[src/rtl/core/bpa_ram.sv]
`timescale 1ns / 1ps
`default_nettype none
module bpa_ram #(
   parameter int WIDTH = 8,
   parameter int DEPTH = 512,
   parameter int AW    = (DEPTH > 1) ? $clog2(DEPTH) : 1
) (
   input  wire logic             clock,
   input  wire logic             wr_en,
   input  wire logic [AW-1:0]    wr_addr,
   input  wire logic [WIDTH-1:0] wr_data,
   input  wire logic             rd_en,
   input  wire logic [AW-1:0]    rd_addr,
   output logic      [WIDTH-1:0] rd_data
);

   logic [WIDTH-1:0] mem [DEPTH];

   always_ff @(posedge clock) begin
      if (wr_en) begin
         mem[wr_addr] <= wr_data;
      end
      if (rd_en) begin
         rd_data <= mem[rd_addr];
      end
   end

endmodule
`default_nettype wire

[config.mk]
export PLATFORM = sky130hd
export DESIGN_NAME = bpa_ram
export DESIGN_NICKNAME = d
export VERILOG_FILES = /design/src/rtl/core/bpa_ram.sv
export SDC_FILE = /design/constraint.sdc
export NUM_CORES = 2
export LEC_CHECK = 0
export BUFFER_PORTS_ARGS = -buffer_cell sky130_fd_sc_hd__buf_2
export CAP_MARGIN = 20
export CORE_ASPECT_RATIO = 1.75
export CORE_MARGIN = 2
export CORE_UTILIZATION = 30
export DETAILED_ROUTE_END_ITERATION = 12
export GPL_TIMING_DRIVEN = 0
export PLACE_DENSITY = 0.44
export RECOVER_POWER = 50
export SKIP_CTS_REPAIR_TIMING = 1
export SLEW_MARGIN = 20
export SYNTH_ARGS = -nofsm -noshare
export SYNTH_HDL_FRONTEND = slang
export SYNTH_SLANG_ARGS = --single-unit
[constraint.sdc]
create_clock -name clock -period 6.6 [get_ports clock]
set_input_delay 1.32 -clock clock [delete_from_list [all_inputs] [get_ports clock]]
set_output_delay 1.32 -clock clock [all_outputs]
set_load 0.03 [all_outputs]
* Yosys cells after proc, flatten, opt, wreduce, memory -nomap -nowiden
Memories as Yosys holds them, arrays and structs flattened. A register that Yosys moved wholly into a read port is not among the register bits. Cells that the tools add are included.
Storage, ports and cells: bits in writable memories 4096, bits of input ports 29, memories 1, latch bits 0, word-level logic and storage cells 3, flip-flop bits (word level) 0, bits in read-only memories 0, output and inout bits 8
Operators by class: add/subtract/negate cells 0, eq/ne operators 0, multiplexer cells 2, $lt $le $gt $ge 0, bitwise operators 0, shift operators 0, divide/modulo/power cells 0, $mul 0, reduce and logical (&&, ||, !) cells 0
Memories:
- mem | depth 512, width 8, rd ports 1, clocked after memory_dff 1, wr ports 1, RTL line 17 | logic [WIDTH-1:0] mem [DEPTH];
Operators with widths (number):
- $mux W1 | 2

* Longest topological paths before layout
depth in word-level cells 2, mapped depth 12, depth with buffers taken out 7

* Least setup slack after synthesis
OpenSTA, ideal clock, no wires.
kind in2reg, start point input rd_addr[0], end point register rd_data[0] (read register of mem) (data pin), setup time 0.257 ns, path buffers 4, stages on the path 10, required time 6.343 ns, slack 3.169 ns, arrival time 3.174 ns, cell sequence buf_4 buf_12 buf_12 buf_2 mux4_2 o21ai_0 nand3_1 nand4_1 o21ai_0 o2111a_1
RTL lines:
- start: declaration | RTL line 13 | input wire logic [AW-1:0] rd_addr,
- end: declaration | RTL line 14 | output logic [WIDTH-1:0] rd_data

==> impl_metrics.ini <==
[timing]
period_share_pct = 90.3
timing.slew.headroom_pct = -240
worst_pin_slew_ns = 5.10
fmax_mhz = 168
finalClockSkew_ns = 0.0600
setup_viol = 0
layout_min_cycle_time_ns = 5.96
rsz0062_at_grt = false
finalSetupTns_ns = 0
final_hold_viol_count = 0
maxSlewViolCount = 1638

[place]
dp.cells = 15194
gp_congestion = 1.06
numPortBuffers = 32
place_hpwl_mm = 544

[setup_path]
crit_path_start = rd_addr[2]
r2r_start = mem[264][2]
cp_max_fo = 10
end_kind = flop
worst_setup_path_start_kind = input pin
r2r_setup_slack_ns = 1.96
crit_type = in -> reg
r2r_end = rd_data[2]
r2r_cells = 7
crit_required_ns = 7.42
cp.arrival_ns = 6.78
crit_end = rd_data[3]

[drt]
drt_iter0_drc = 10775
drt_wl_total_mm = 727
drtAntennaViolNets = 0
drc = 0
vias_per_cell = 5.64
dr.pass1.iters = 6
num_vias = 89733
avgRoutedWirePerCell_um = 45.7

[power]
power_leakage_nw = 57.7
peakVddDrop_uv = 326
power_density_nw_per_um2 = 295

[min_path]
hp-start = rd_en
hold_class = in -> reg

[floorplan]
die_h_um = 970
ios = 37
core_sq_um = 531000
die_w_um = 556
dieArea_sq_um = 539000
std_cell_rows = 354
initial_core_util_pct = 30.1

[cts]
cts_buffer_depth = 4
cts_inserted_buffers = 366
tritoncts = done
htreeDepth = 5
clk_latency_ns = 1.01
cts_root_buf = clkbuf_16
clkTransAtPathRegs_ns = 0.07
cts_sinks = 4104

[yosys]
synth_compound_area_share_pct = 4.31
yosys_warnings = 0
yosysSeqAreaShare_pct = 77.0
syn_area_per_cell_sq_um = 19.9
synth_ff_type = edfxtp_1
synth_most_common_cell = edfxtp_1
netlist_area_sq_um = 160000
synth_top_area_share_pct = 77.0
synth_xor_xnor_area_share_pct = 0
synth_fp_nets = 8059
synth_top_cell_by_area = edfxtp_1
synthTopCellsByArea = edfxtp_1 77%, mux4_2 9.2%, mux2i_1 5.0%, o221ai_1 2.0%, nor2_1 1.4%
synth-simple-area-share_pct = 2.63
synthTopCellsByCount = 4104 x edfxtp_1, 797 x mux2i_1, 654 x mux4_2
synth_edf_count = 4104
ys_ff_latch = 4104
synth_adder_area_share_pct = 0
synth_top_family_by_area = multiplexers
yosysUniqueCellTypes = 50
async_flop_share_pct = 0
muxShareOfSynthArea_pct = 14.2
synth_cells = 8030

[layout]
final_nets = 8650
fillers = 49458
drive_gt1_share_pct = 20.4
syn_to_final_growth_pct = 15.5
layout.cells.non_filler = 15921

[global_route]
grt_pass1_vias = 89772
grt_antenna_before_repair = 110
grt_max_degree = 121
grt_first_pass_wirelength_mm = 923
grt_usage_pct = 26.5
globalRouteOverflowTotal = 0

[outcome]
violations = max-capacitance violations, max-slew violations
status = finished, violations left

[job]
cap_violations = 27
worst min-delay path by stage:
stage	depth (start not counted)	slack, ns	to
final	1	0.92	rd_data[6]
after global routing	1	0.92	rd_data[6]
after CTS	1	0.64	mem[403][3]
after detailed placement	6	1.34	rd_data[4]
after global placement	6	1.37	rd_data[4]
after floorplan	6	1.01	rd_data[0]
sequential cells by signal, summed over array words and instances (netlist names):
name and cells:
mem 4096, rd_data 8
layout by cell type (no fill, tap or decap), drive strengths merged, types with 13 or more instances in the layout:
cell type	Yosys	routed
mux4	654	654
buf	248	435
nor2	597	597
bufinv	0	36
and2	20	20
clkinv	0	151
nand2	111	111
nand4	32	32
clkinvlp	0	17
o22ai	163	163
nor4	36	36
o21ai	119	119
o221ai	372	372
nand3	36	36
nor3	109	109
clkbuf	265	740
o31ai	13	13
a211oi	17	17
edfxtp	4104	4104
a21oi	194	194
a22oi	61	61
mux2i	797	797
diode	0	75
layer usage:
metal / wire length (um) / track usage [%]
met5: 187 / 0
met4: 88200 / 27.4
met3: 51800 / 5.78
met2: 368000 / 46.0
met1: 219000 / 25.0
kinds of logic after synthesis:
kind of cell / Yosys count
AOI/OAI and AO/OA: 979
muxes: 1451
buffers and inverters: 516
DFF: 4104
and+or+nand+nor: 980
cell type report:
type	count	area [sq um]	area share, %
Sequential cell	4104	123000	66.7
Tap cell	6942	8690	4.70
Clock inverter	211	2080	1.12
Multi-Input combinational cell	3410	34100	18.4
Inverter	3	11.3	0.00609
Antenna cell	75	188	0.102
Buffer	513	3240	1.75
Clock buffer	440	9590	5.18
Timing Repair Buffer	223	3810	2.06
through the flow:
stage	setup slack (ns)	hold slack [ns]	utilization, %	total power [mW]	instance area [sq um]
final	0.637	0.917	34.8	54.6	185000
after CTS	1.12	0.638	34.9	54.7	185000
after global placement	-4.50	1.37	31.8	33.2	169000
after global routing	0.458	0.920	34.8	55.5	185000
after detailed placement	0.0692	1.34	32.7	33.2	174000
after floorplan	3.17	1.01	-	30.7	160000
critical path, cell delays in order:
cell and delay, ns:
buf_2 0.20, or2_1 0.24, buf_2 0.19, buf_2 0.31
buf_2 0.46, o221ai_1 0.92, nor3_1 0.29, nor4_2 1.23
o311ai_0 0.43, nor4_2 0.70, o2111a_1 0.43
power breakdown:
group	switching (mW)	internal [mW]
combinational	2.97	1.01
clock	10.1	11.8
sequential	0.0182	28.7
total	13.1	41.5
Power figures use the tool's default switching activity.
