===== src/rtl/core/bpa_pkg.sv =====
`timescale 1ns / 1ps
`default_nettype none
package bpa_pkg;

   localparam int DEF_PAGE_COUNT     = 4096;
   localparam int DEF_PAGE_BYTES     = 4096;
   localparam int DEF_RESERVED_PAGES = 256;

   localparam int MAP_WORD_BITS = 8;
   localparam int WSEL_W        = $clog2(MAP_WORD_BITS);

   localparam int SIZE_W     = 25;
   localparam int ADDR_W     = 24;
   localparam int STAT_W     = 2;
   localparam int CNT_OUT_W  = 13;
   localparam int DIV_W      = 26;
   localparam int REQ_DATA_W = 56;
   localparam int RSP_DATA_W = 56;

   localparam logic OP_ALLOC = 1'b0;
   localparam logic OP_FREE  = 1'b1;

   localparam logic [STAT_W-1:0] STATUS_OK   = 2'd0;
   localparam logic [STAT_W-1:0] STATUS_ZERO = 2'd1;
   localparam logic [STAT_W-1:0] STATUS_OOM  = 2'd2;

   typedef enum logic [3:0] {
      ST_INIT,
      ST_IDLE,
      ST_DIV,
      ST_SCAN,
      ST_MARK_RD,
      ST_MARK_WR,
      ST_FREE_RD,
      ST_FREE_WR,
      ST_RESULT
   } state_type;

   typedef struct packed {
      logic             start;
      logic [DIV_W-1:0] dividend;
   } div_req_type;

   typedef struct packed {
      logic             done;
      logic [DIV_W-1:0] quotient;
   } div_rsp_type;

endpackage
`default_nettype wire


===== src/rtl/core/bpa_div.sv =====
`timescale 1ns / 1ps
`default_nettype none
module bpa_div #(
   parameter int DIVISOR = bpa_pkg::DEF_PAGE_BYTES
) (
   input  wire logic                 clock,
   input  wire logic                 reset,
   input  wire bpa_pkg::div_req_type div_req,
   output bpa_pkg::div_rsp_type      div_rsp
);
   import bpa_pkg::*;

   // reciprocal multiply, exact for every DIV_W-bit dividend
   localparam int SHIFT  = DIV_W + $clog2(DIVISOR);
   localparam int MUL_W  = DIV_W + 1;
   localparam int PROD_W = DIV_W + MUL_W;
   localparam longint unsigned RECIP_L =
      ((64'd1 << SHIFT) + 64'(DIVISOR) - 64'd1) / 64'(DIVISOR);
   localparam logic [MUL_W-1:0] RECIP = MUL_W'(RECIP_L);

   logic              valid_ff, valid_in;
   logic              done_ff, done_in;
   logic [DIV_W-1:0]  num_ff, num_in;
   logic [DIV_W-1:0]  quo_ff, quo_in;
   logic [PROD_W-1:0] prod;

   assign prod = PROD_W'(num_ff) * PROD_W'(RECIP);

   always_comb begin
      valid_in = div_req.start;
      done_in  = valid_ff;
      num_in   = div_req.start ? div_req.dividend : num_ff;
      quo_in   = valid_ff ? DIV_W'(prod >> SHIFT) : quo_ff;
   end

   always_ff @(posedge clock) begin
      if (reset) begin
         valid_ff <= 1'b0;
         done_ff  <= 1'b0;
      end else begin
         valid_ff <= valid_in;
         done_ff  <= done_in;
      end
      num_ff <= num_in;
      quo_ff <= quo_in;
   end

   assign div_rsp.done     = done_ff;
   assign div_rsp.quotient = quo_ff;

endmodule
`default_nettype wire


===== config.mk =====
export PLATFORM = sky130hd
export DESIGN_NAME = bpa_div
export DESIGN_NICKNAME = d
export VERILOG_FILES = /design/src/rtl/core/bpa_pkg.sv /design/src/rtl/core/bpa_div.sv
export SDC_FILE = /design/constraint.sdc
export NUM_CORES = 1
export LEC_CHECK = 0
export ABC_CLOCK_PERIOD_IN_PS = 1100
export BUFFER_PORTS_ARGS = -buffer_cell sky130_fd_sc_hd__buf_4
export CAP_MARGIN = 20
export CORE_UTILIZATION = 38
export CTS_CLUSTER_SIZE = 14
export DETAILED_ROUTE_END_ITERATION = 16
export GPL_TIMING_DRIVEN = 0
export PLACE_DENSITY = 0.8
export SETUP_SLACK_MARGIN = 0.2
export SYNTH_ARGS = -nofsm -noshare
export SYNTH_HDL_FRONTEND = slang
export SYNTH_SLANG_ARGS = --single-unit
export TNS_END_PERCENT = 1

===== constraint.sdc =====
create_clock -name clock -period 1.1 [get_ports clock]
set_clock_uncertainty 0.1 [all_clocks]
set_input_delay 0.22 -clock clock [delete_from_list [all_inputs] [get_ports clock]]
set_output_delay 0.22 -clock clock [all_outputs]
set_load 0.03 [all_outputs]

### Word-level counts from Yosys, hierarchy flattened

Cells that the tools add are included.

* register bits: 42
* input port bits: 29
* output and inout bits: 27
* word-level logic and storage cells: 4

### Depth between registers and ports, before layout

Gate-level depths: netlist of run 1.

* depth after elaboration: 0
* depth in mapped cells: 1
* depth with buffers taken out: 1

### Worst setup path after synthesis of run 1

OpenSTA, ideal clock, no wires.

* kind: register -> register
* start: register valid_ff (netlist: done_in)
* end: register quo_ff[0] (enable)
* library setup time: 366 ps
* arrival: 583 ps
* required time: 634 ps
* setup slack: 52 ps
* cell stages (with the launch flop): 1
* path buffers: 0
* period minus slack after synthesis: 1048 ps
* cell sequence: dfxtp_1

RTL lines
* start, declared: line bpa_div.sv:21 `logic valid_ff, valid_in;`
* start signal, assigned: line bpa_div.sv:41 `valid_ff <= valid_in;`
* end signal, assigned: line bpa_div.sv:45 `quo_ff <= quo_in;`
* end, declared: line bpa_div.sv:24 `logic [DIV_W-1:0] quo_ff, quo_in;`

No word-level cell between the ends.

### Final worst setup path of run 1

* start: register quo_ff[0]
* end: output div_rsp[0] (netlist bit)

RTL lines
* end, declared: line bpa_div.sv:9 `output bpa_pkg::div_rsp_type div_rsp`

No word-level cell between the ends.

==> results.cfg, run 1 <==
[logic_synthesis]
post_synth.cell_area_avg_um2 = 21.6
synth_top_family_by_area = buffers and inverters
yosysTopAreaCell = edfxtp_1
syn-instance-count = 46
synth_top_area_share = 0.845
synth_compound_area_frac = 0
synth_simple_gate_area_frac = 0.0126
synthAdderAreaFrac = 0
synth_warnings = 0
yosysUniqueCellTypes = 5
synthMuxAreaShare = 0
synth-seq-cells = 30
ys_seq_area_frac = 0.886
syn_area_um2 = 995
synthXorXnorAreaFrac = 0
synth_area_leaders = edfxtp_1 (85%), buf_4 (9.8%), dfxtp_1 (4.0%), nor2b_1 (1.3%), conb_1 (0.38%)

[worst_setup_path]
reg2reg_slack_ns = 0.23
reg2reg_to = quo_ff[10]$_DFFE_PP_
critPathLaunchType = flop
r2r_start = done_in$_SDFF_PP0_
crit_buf_inv = 1
worstPathCellList = buf_6
critPathKind = flop to output pin
crit_family = flip-flops
path_max_fanout = 1
critPathSlowestCell = edfxtp_1
slowest_delay_ns = 0.41
cp-end-kind = output pin
crit_arrival_ns = 0.89
r2r_cells = 0
cp_data_required_time_ns = 0.78

[routing]
viasPerCell = 3.94
drt_iter0_drc = 2
firstDrtPassIters = 3
drc = 0
postRouteWirelength_mm = 1.67
antenna_left = 0
num_vias = 555
wire_per_inst_um = 11.8

[global_route]
grt_pass1_vias = 517
grt_max_degree = 16
gr-total-overflow = 0
antenna_found_initial = 0
grtUsageTotal = 0.137
grt_pass1_wl_mm = 2.38

[hold_path]
hold_path_depth = 2
hp-start = div_req[25]
min_path_type = primary input to flop
min_to = num_ff[25]$_DFFE_PP_

[finish]
drive_gt1_frac = 0.477
nets = 139
diodes = 0
multi_input_area_um2 = 57.6
area_growth_pct = 59.7
fin_cells = 141
final-seq-area_um2 = 885
fillerInstances = 186

[power_and_ir_drop]
p_seq_frac = 0.578
power_density_nw_per_um2 = 1510
peakVddDrop_v = 0.00106
p_leak_uw = 0.000719
switching_share = 0.236
clock_power_share = 0.274
p_switching_uw = 564
power_frac_comb = 0.149
totalPowerFinal_uw = 2390
p_int_uw = 1830

[run]
maxCapViolCount = 0

[floorplanning]
pin_count = 56
start_util = 0.402
coreArea_um2 = 2480
die_area_um2 = 2830
die_h_um = 53.2
die_x_um = 53.2
core.rowCount = 18

[cts]
cts_num_sinks = 30
h-tree-depth = 2
clock-root-buffer = clkbuf_4
clk_pin_slew_ns = 0.09
cts_tree = done
clkLatencyLatePin_ns = 0.33
cts_made_buffers = 5
clk_path_buf_depth = 2

[status]
status = finished with violations
violations = setup timing

[timing]
layout_worst_path_cycle_share = 1.10
hold_viol_final = 0
setup_viol = 15
fin_ws_ns = -0.107
max_freq_mhz = 829
rsz0062_at_grt = yes
min_period_ns = 1.21
report.final.slew_viol_count = 0

[placement]
placed_cells = 118
place_congestion = 0.693
port-buffer-count = 31
-- cells by family (layout without fill, tap and decap cells) --
family / after synthesis / in the layout
AND/OR/NAND/NOR: 2 / 2
other: 1 / 12
flip-flops: 30 / 30
buffers and inverters: 13 / 67
-- per-layer routing --
| metal | wire length, um | track usage | up-vias |
|---|---|---|---|
| met5 | 0 | 0 | - |
| met1 | 635 | 0.148 | 250 |
| met2 | 855 | 0.207 | 28 |
| met4 | 70 | 0.132 | 0 |
| met3 | 103 | 0.0431 | 8 |
| li1 | - | - | 269 |
-- Yosys cell counts (all sizes together) --
| cell type | count |
|---|---|
| dfxtp | 2 |
| nor2b | 2 |
| buf | 13 |
| edfxtp | 28 |
| conb | 1 |
-- how the worst max path moves through the flow --
stage                           end           startpoint  cells after the start
5_1_grt                  div_rsp[0]  quo_ff[0]$_DFFE_PP_                      1
6_report                 div_rsp[0]  quo_ff[0]$_DFFE_PP_                      1
2_1_floorplan   quo_ff[0]$_DFFE_PP_   done_in$_SDFF_PP0_                      0
4_1_cts                  div_rsp[0]  quo_ff[0]$_DFFE_PP_                      1
3_3_place_gp    quo_ff[7]$_DFFE_PP_   done_in$_SDFF_PP0_                      0
3_5_place_dp   quo_ff[10]$_DFFE_PP_   done_in$_SDFF_PP0_                      0
-- power groups by stage --
| stage | registers, uW | clock network (uW) | logic, uW |
|---|---|---|---|
| after global placement | 1390 | 0 | 279 |
| after floorplan | 1470 | 0 | 93.4 |
| final | 1380 | 654 | 356 |
| after global routing | 1390 | 730 | 377 |
| after CTS | 1380 | 677 | 351 |
| after detailed placement | 1400 | 0 | 284 |
-- flip-flops by register name, indices dropped and copies added (netlist names) --
| register | cells |
|---|---|
| num_ff | 14 |
| quo_ff | 14 |
| done_ff | 1 |
| done_in | 1 |
-- through the flow --
step / setup TNS [ns] / worst slack [ns] / hold slack [ns] / cell area, um^2 / utilization
floorplan: 0 / 0.220 / 0.184 / 1040 / -
global placement: 0 / 0.180 / 0.287 / 1310 / 0.528
detailed placement: 0 / 0.156 / 0.295 / 1310 / 0.528
CTS: -1.51 / -0.128 / 0.142 / 1580 / 0.636
global route: -1.94 / -0.153 / 0.0524 / 1590 / 0.641
finish: -1.33 / -0.107 / 0.0777 / 1590 / 0.641
-- final cells by class --
class	instances	share of cell area
Clock buffer	7	0.0346
Buffer	13	0.0614
Tap cell	30	0.0236
Clock inverter	1	0.00315
Sequential cell	30	0.557
Timing Repair Buffer	46	0.284
Multi-Input combinational cell	14	0.0362
-- layout by cell type, fill, tap and decap left out --
| cell | instances |
|---|---|
| conb_1 | 12 |
| dlygate4sd3_1 | 8 |
| clkbuf_4 | 5 |
| buf_4 | 30 |
| dfxtp_1 | 1 |
| clkbuf_1 | 1 |
| clkbuf_8 | 1 |
| buf_6 | 15 |
| dlymetal6s4s_1 | 6 |
| dfxtp_4 | 1 |
| nor2b_1 | 2 |
| edfxtp_1 | 28 |
| clkinv_2 | 1 |
-- repair_timing --
item | 4_1_cts | 5_1_grt
buffers inserted | 0 | 0
resized for setup | 16 | 7
endpoints found under the setup margin | 29 | 22
hold buffers | 15 | 0
endpoints found under the hold margin | 16 | 0
No activity file was read; power rests on OpenSTA's default activity.
==> inputs of run 2 (changes only) <==
Settings changed: ABC_AREA set to 1, CTS_CLUSTER_DIAMETER set to 200.
==> results.cfg, run 2 <==
[placement]
dpl-instance-area_um2 = 1310
port-buffer-count = 31
place_congestion = 0.646
preCtsSetupSlack_ns = 0.149

[global_route]
gr-total-overflow = 0
grtUsageTotal = 0.140
antenna_found_initial = 0
grt_pass1_vias = 491
grt_max_degree = 16
grt_pass1_wl_mm = 2.46

[worst_setup_path]
path_max_fanout = 1
worstPathCellList = buf_6
critPathKind = flop to output pin
crit_family = flip-flops
crit_arrival_ns = 0.88
crit_buf_inv = 1
r2r_cells = 0
slowest_delay_ns = 0.41
cp-end-kind = output pin
critPathLaunchType = flop
cp_data_required_time_ns = 0.78
critPathSlowestCell = edfxtp_1
path_depth = 1

[status]
violations = setup timing
status = finished with violations

[finish]
nets = 141
postLayoutCoreUtil = 0.638
largest_registers = num_ff (14), quo_ff (14)
most-common-layout-cells = buf_4 (29), edfxtp_1 (28), buf_6 (16)
area_growth_pct = 58.6
fin_area_um2 = 1580
diodes = 0
drive_gt1_frac = 0.478
layout_commonest_cell = buf_4
fillerInstances = 173
final-seq-area_um2 = 886
multi_input_area_um2 = 52.6

[timing]
layout_worst_path_cycle_share = 1.10
report.final.slew_viol_count = 0
fin_ws_ns = -0.105
rsz0062_at_grt = yes
hold_slack_ns = 0.0692
min_period_ns = 1.20
max_freq_mhz = 830
setup_viol = 15
hold_viol_final = 0

[power_and_ir_drop]
switching_share = 0.239
clock_power_share = 0.276
p_int_uw = 1830
p_leak_uw = 0.000675
p_seq_frac = 0.577
peakVddDrop_v = 0.00116
p_switching_uw = 573
totalPowerFinal_uw = 2400
power_density_nw_per_um2 = 1520
power_frac_comb = 0.147

[floorplanning]
core.rowCount = 18
die_h_um = 53.2
die_x_um = 53.2
coreArea_um2 = 2480
start_util = 0.403
die_area_um2 = 2830
pin_count = 56

[logic_synthesis]
ys_seq_area_frac = 0.883
yosysTopAreaCell = edfxtp_1
synth_common_cells = edfxtp_1 (28), buf_4 (13), dfxtp_1 (2), inv_1 (2), nor2_1 (2)
syn-instance-count = 48
synth-seq-cells = 30
async_flop_share = 0
synth_area_leaders = edfxtp_1 (84%), buf_4 (9.8%), dfxtp_1 (4.0%), inv_1 (0.75%), nor2_1 (0.75%)
synth_flop_cell = edfxtp_1
syn_area_um2 = 997
post_synth.cell_area_avg_um2 = 20.8
synth_top_area_share = 0.843
synth_edf_count = 28
yosysMostFrequentCell = edfxtp_1
synth_warnings = 0
yosysUniqueCellTypes = 6

[cts]
clkLatencyLatePin_ns = 0.32
clk_path_buf_depth = 2
cts_num_sinks = 30
clk_pin_slew_ns = 0.10
h-tree-depth = 2
cts_tree = done
cts_setup_buffers = 0
clock-root-buffer = clkbuf_4
cts_made_buffers = 5

[routing]
firstDrtPassIters = 4
drc = 0
wire_per_inst_um = 12.4
drt_iter0_drc = 16
viasPerCell = 3.92
num_vias = 560
antenna_left = 0
postRouteWirelength_mm = 1.78

[run]
maxCapViolCount = 0

[hold_path]
hold_path_depth = 2
min_path_type = primary input to flop
## run 2: cell count changes after synthesis
cell	delta
nor2b_1	-2
inv_1	+2
nor2_1	+2
## run 2: final cells by class
class,count,share of cell area
plain buffers,13,0.0641
clock buffers,7,0.0348
clock inverters,1,0.00316
inverters,2,0.00475
multi-input cells,14,0.0332
flip-flops and latches,30,0.560
well taps,30,0.0237
repair buffers,46,0.276
## run 2: kinds of logic (layout without fill, tap and decap cells)
family | count (synthesis) | in the layout | synth area share
flip-flops | 30 | 30 | 0.883
buffers and inverters | 15 | 69 | 0.105
AND/OR/NAND/NOR | 2 | 2 | 0.00753
other | 1 | 12 | 0.00376
## run 2: routing by layer
layer	wire length (um)	part of all wire	vias to the layer above	GRT usage
met5	0	0	-	0
met4	28	0.016	0	0.0921
met3	142	0.080	2	0.0460
met2	859	0.48	35	0.215
met1	749	0.42	250	0.167
li1	-	-	273	-
## run 2: stage by stage
step           setup TNS, ns  cells
2_1_floorplan              0     59
3_3_place_gp               0    120
3_5_place_dp               0    120
4_1_cts                -1.29    137
5_1_grt                -1.85    143
6_report               -1.19    143
## run 2: worst paths after layout
kind | start | endpoint | slack (ns)
worst min-delay path | div_req[15] | num_ff[15]$_DFFE_PP_ | 0.07
worst min register to register | num_ff[24]$_DFFE_PP_ | quo_ff[12]$_DFFE_PP_ | 0.31
worst max-delay path | quo_ff[8]$_DFFE_PP_ | div_rsp[8] | -0.10
worst max register to register | done_in$_SDFF_PP0_ | quo_ff[2]$_DFFE_PP_ | 0.22
## run 2: power by group through the flow
stage / combinational [uW] / sequential [uW] / clock, uW
floorplan: 93.7 / 1470 / 0
global placement: 281 / 1390 / 0
detailed placement: 286 / 1400 / 0
CTS: 334 / 1380 / 657
global route: 373 / 1390 / 737
finish: 354 / 1380 / 662
## run 2: timing repair
| action | 4_1_cts | 5_1_grt |
|---|---|---|
| endpoints found under the hold margin | 16 | 6 |
| hold buffers | 9 | 6 |
| setup endpoints to repair | 29 | 16 |
| resized for setup | 18 | 1 |
==> inputs of run 3 (changes only) <==
--- a/config.mk
+++ b/config.mk
@@ -10,4 +10,5 @@
 export BUFFER_PORTS_ARGS = -buffer_cell sky130_fd_sc_hd__buf_4
 export CAP_MARGIN = 20
+export CORE_MARGIN = 8
 export CORE_UTILIZATION = 38
 export CTS_CLUSTER_DIAMETER = 200
--- a/constraint.sdc
+++ b/constraint.sdc
@@ -3,3 +3,3 @@
 set_input_delay 0.22 -clock clock [delete_from_list [all_inputs] [get_ports clock]]
 set_output_delay 0.22 -clock clock [all_outputs]
-set_load 0.03 [all_outputs]
+set_load 0.01 [all_outputs]
==> results.cfg, run 3 (synthesis gave the netlist of run 2 again) <==
[power_and_ir_drop]
peakVddDrop_v = 0.00103
p_leak_uw = 0.000664
power_density_nw_per_um2 = 1420

[finish]
multi_input_area_um2 = 52.6
final-seq-area_um2 = 886
nets = 141
area_growth_pct = 56.3
drive_gt1_frac = 0.460
fillerInstances = 164
fin_area_um2 = 1560
most-common-layout-cells = buf_4 (32), edfxtp_1 (28), dlygate4sd3_1 (15)
diodes = 0
layout_commonest_cell = buf_4
largest_registers = num_ff (14), quo_ff (14)

[routing]
num_vias = 572
viasPerCell = 4.00
postRouteWirelength_mm = 1.99
drc = 0
antenna_left = 0
wire_per_inst_um = 13.9
firstDrtPassIters = 4
drt_iter0_drc = 21

[floorplanning]
die_x_um = 67.2
coreArea_um2 = 2480
die_h_um = 67.2
pin_count = 56
die_area_um2 = 4520
core.rowCount = 18
start_util = 0.403

[status]
status = finished with violations
violations = setup timing

[worst_setup_path]
cp_data_required_time_ns = 0.78
cp-end-kind = output pin
worstPathCellList = buf_6
slowest_delay_ns = 0.41
critPathKind = flop to output pin
critPathLaunchType = flop
critPathSlowestCell = edfxtp_1
crit_buf_inv = 1
path_max_fanout = 1
crit_family = flip-flops
crit_arrival_ns = 0.87

[global_route]
grt_pass1_vias = 549
grt_pass1_wl_mm = 2.67
met2_usage = 0.143
gr-total-overflow = 0
antenna_found_initial = 0
grtUsageMet1 = 0.0785
grt_max_degree = 16
top_usage_layer = met2
grtUsageMet3 = 0.0447
grtUsageTotal = 0.0857

[hold_path]
min_path_type = primary input to flop

[cts]
cts_setup_buffers = 0
cts_tree = done
clk_path_buf_depth = 2
clk_pin_slew_ns = 0.09
h-tree-depth = 2
cts_num_sinks = 30
clkLatencyLatePin_ns = 0.32
cts_made_buffers = 5
clock-root-buffer = clkbuf_4

[timing]
hold_viol_final = 0
setup_viol = 15
report.final.slew_viol_count = 0
layout_worst_path_cycle_share = 1.08
max_freq_mhz = 842
rsz0062_at_grt = yes
fin_ws_ns = -0.0874
min_period_ns = 1.19

[placement]
dpl-instance-area_um2 = 1310
preCtsSetupSlack_ns = 0.152
place_congestion = 0.732
port-buffer-count = 31

[run]
maxCapViolCount = 0
run 3: changes by cell type in the layout (fill, tap and decap cells not counted):
| cell | change |
|---|---|
| clkbuf_8 | -1 |
| buf_6 | -4 |
| clkinv_1 | +1 |
| dlygate4sd3_1 | +1 |
| buf_4 | +3 |
run 3: layout make-up:
cell class / instances / area share
Buffer: 13 / 0.0650
Sequential cell: 30 / 0.568
Timing Repair Buffer: 46 / 0.272
Clock inverter: 2 / 0.00562
Multi-Input combinational cell: 14 / 0.0337
Tap cell: 30 / 0.0241
Inverter: 2 / 0.00482
Clock buffer: 6 / 0.0265
run 3: layer usage:
metal	part of all wire	up-vias
met5	0	-
met4	0.034	0
met3	0.092	7
met2	0.51	31
met1	0.36	261
li1	-	273
run 3: path summary, 6_finish.rpt:
| path | from | endpoint | slack (ns) | cells after the start |
|---|---|---|---|---|
| setup / recovery | quo_ff[10]$_DFFE_PP_ | div_rsp[10] | -0.09 | 1 |
| hold / removal | div_req[26] | done_in$_SDFF_PP0_ | 0.14 | 3 |
| setup reg to reg | done_in$_SDFF_PP0_ | quo_ff[8]$_DFFE_PP_ | 0.26 | 0 |
| hold reg to reg | num_ff[13]$_DFFE_PP_ | quo_ff[1]$_DFFE_PP_ | 0.31 | 0 |
run 3: power breakdown:
| part | leakage (uW) | internal [uW] | switching (uW) | total [uW] |
|---|---|---|---|---|
| clock network | 0.0000297 | 239 | 341 | 580 |
| registers | 0.000286 | 1340 | 37.5 | 1380 |
| logic | 0.000348 | 162 | 91.5 | 254 |
run 3: what timing repair did:
item	in CTS	in global routing
hold buffers	11	4
hold endpoints to repair	16	4
endpoints found under the setup margin	29	15
resized for setup	11	3
run 3: metrics by stage:
step / hold slack [ns] / cells / total power (uW) / setup TNS, ns / utilization
after floorplan: 0.184 / 59 / 1470 / 0 / -
after global placement: 0.287 / 120 / 1580 / 0 / 0.529
after detailed placement: 0.299 / 120 / 1590 / 0 / 0.529
after CTS: -0.0191 / 139 / 2200 / -1.11 / 0.609
after global routing: 0.124 / 143 / 2310 / -1.64 / 0.629
final: 0.139 / 143 / 2210 / -1.04 / 0.629
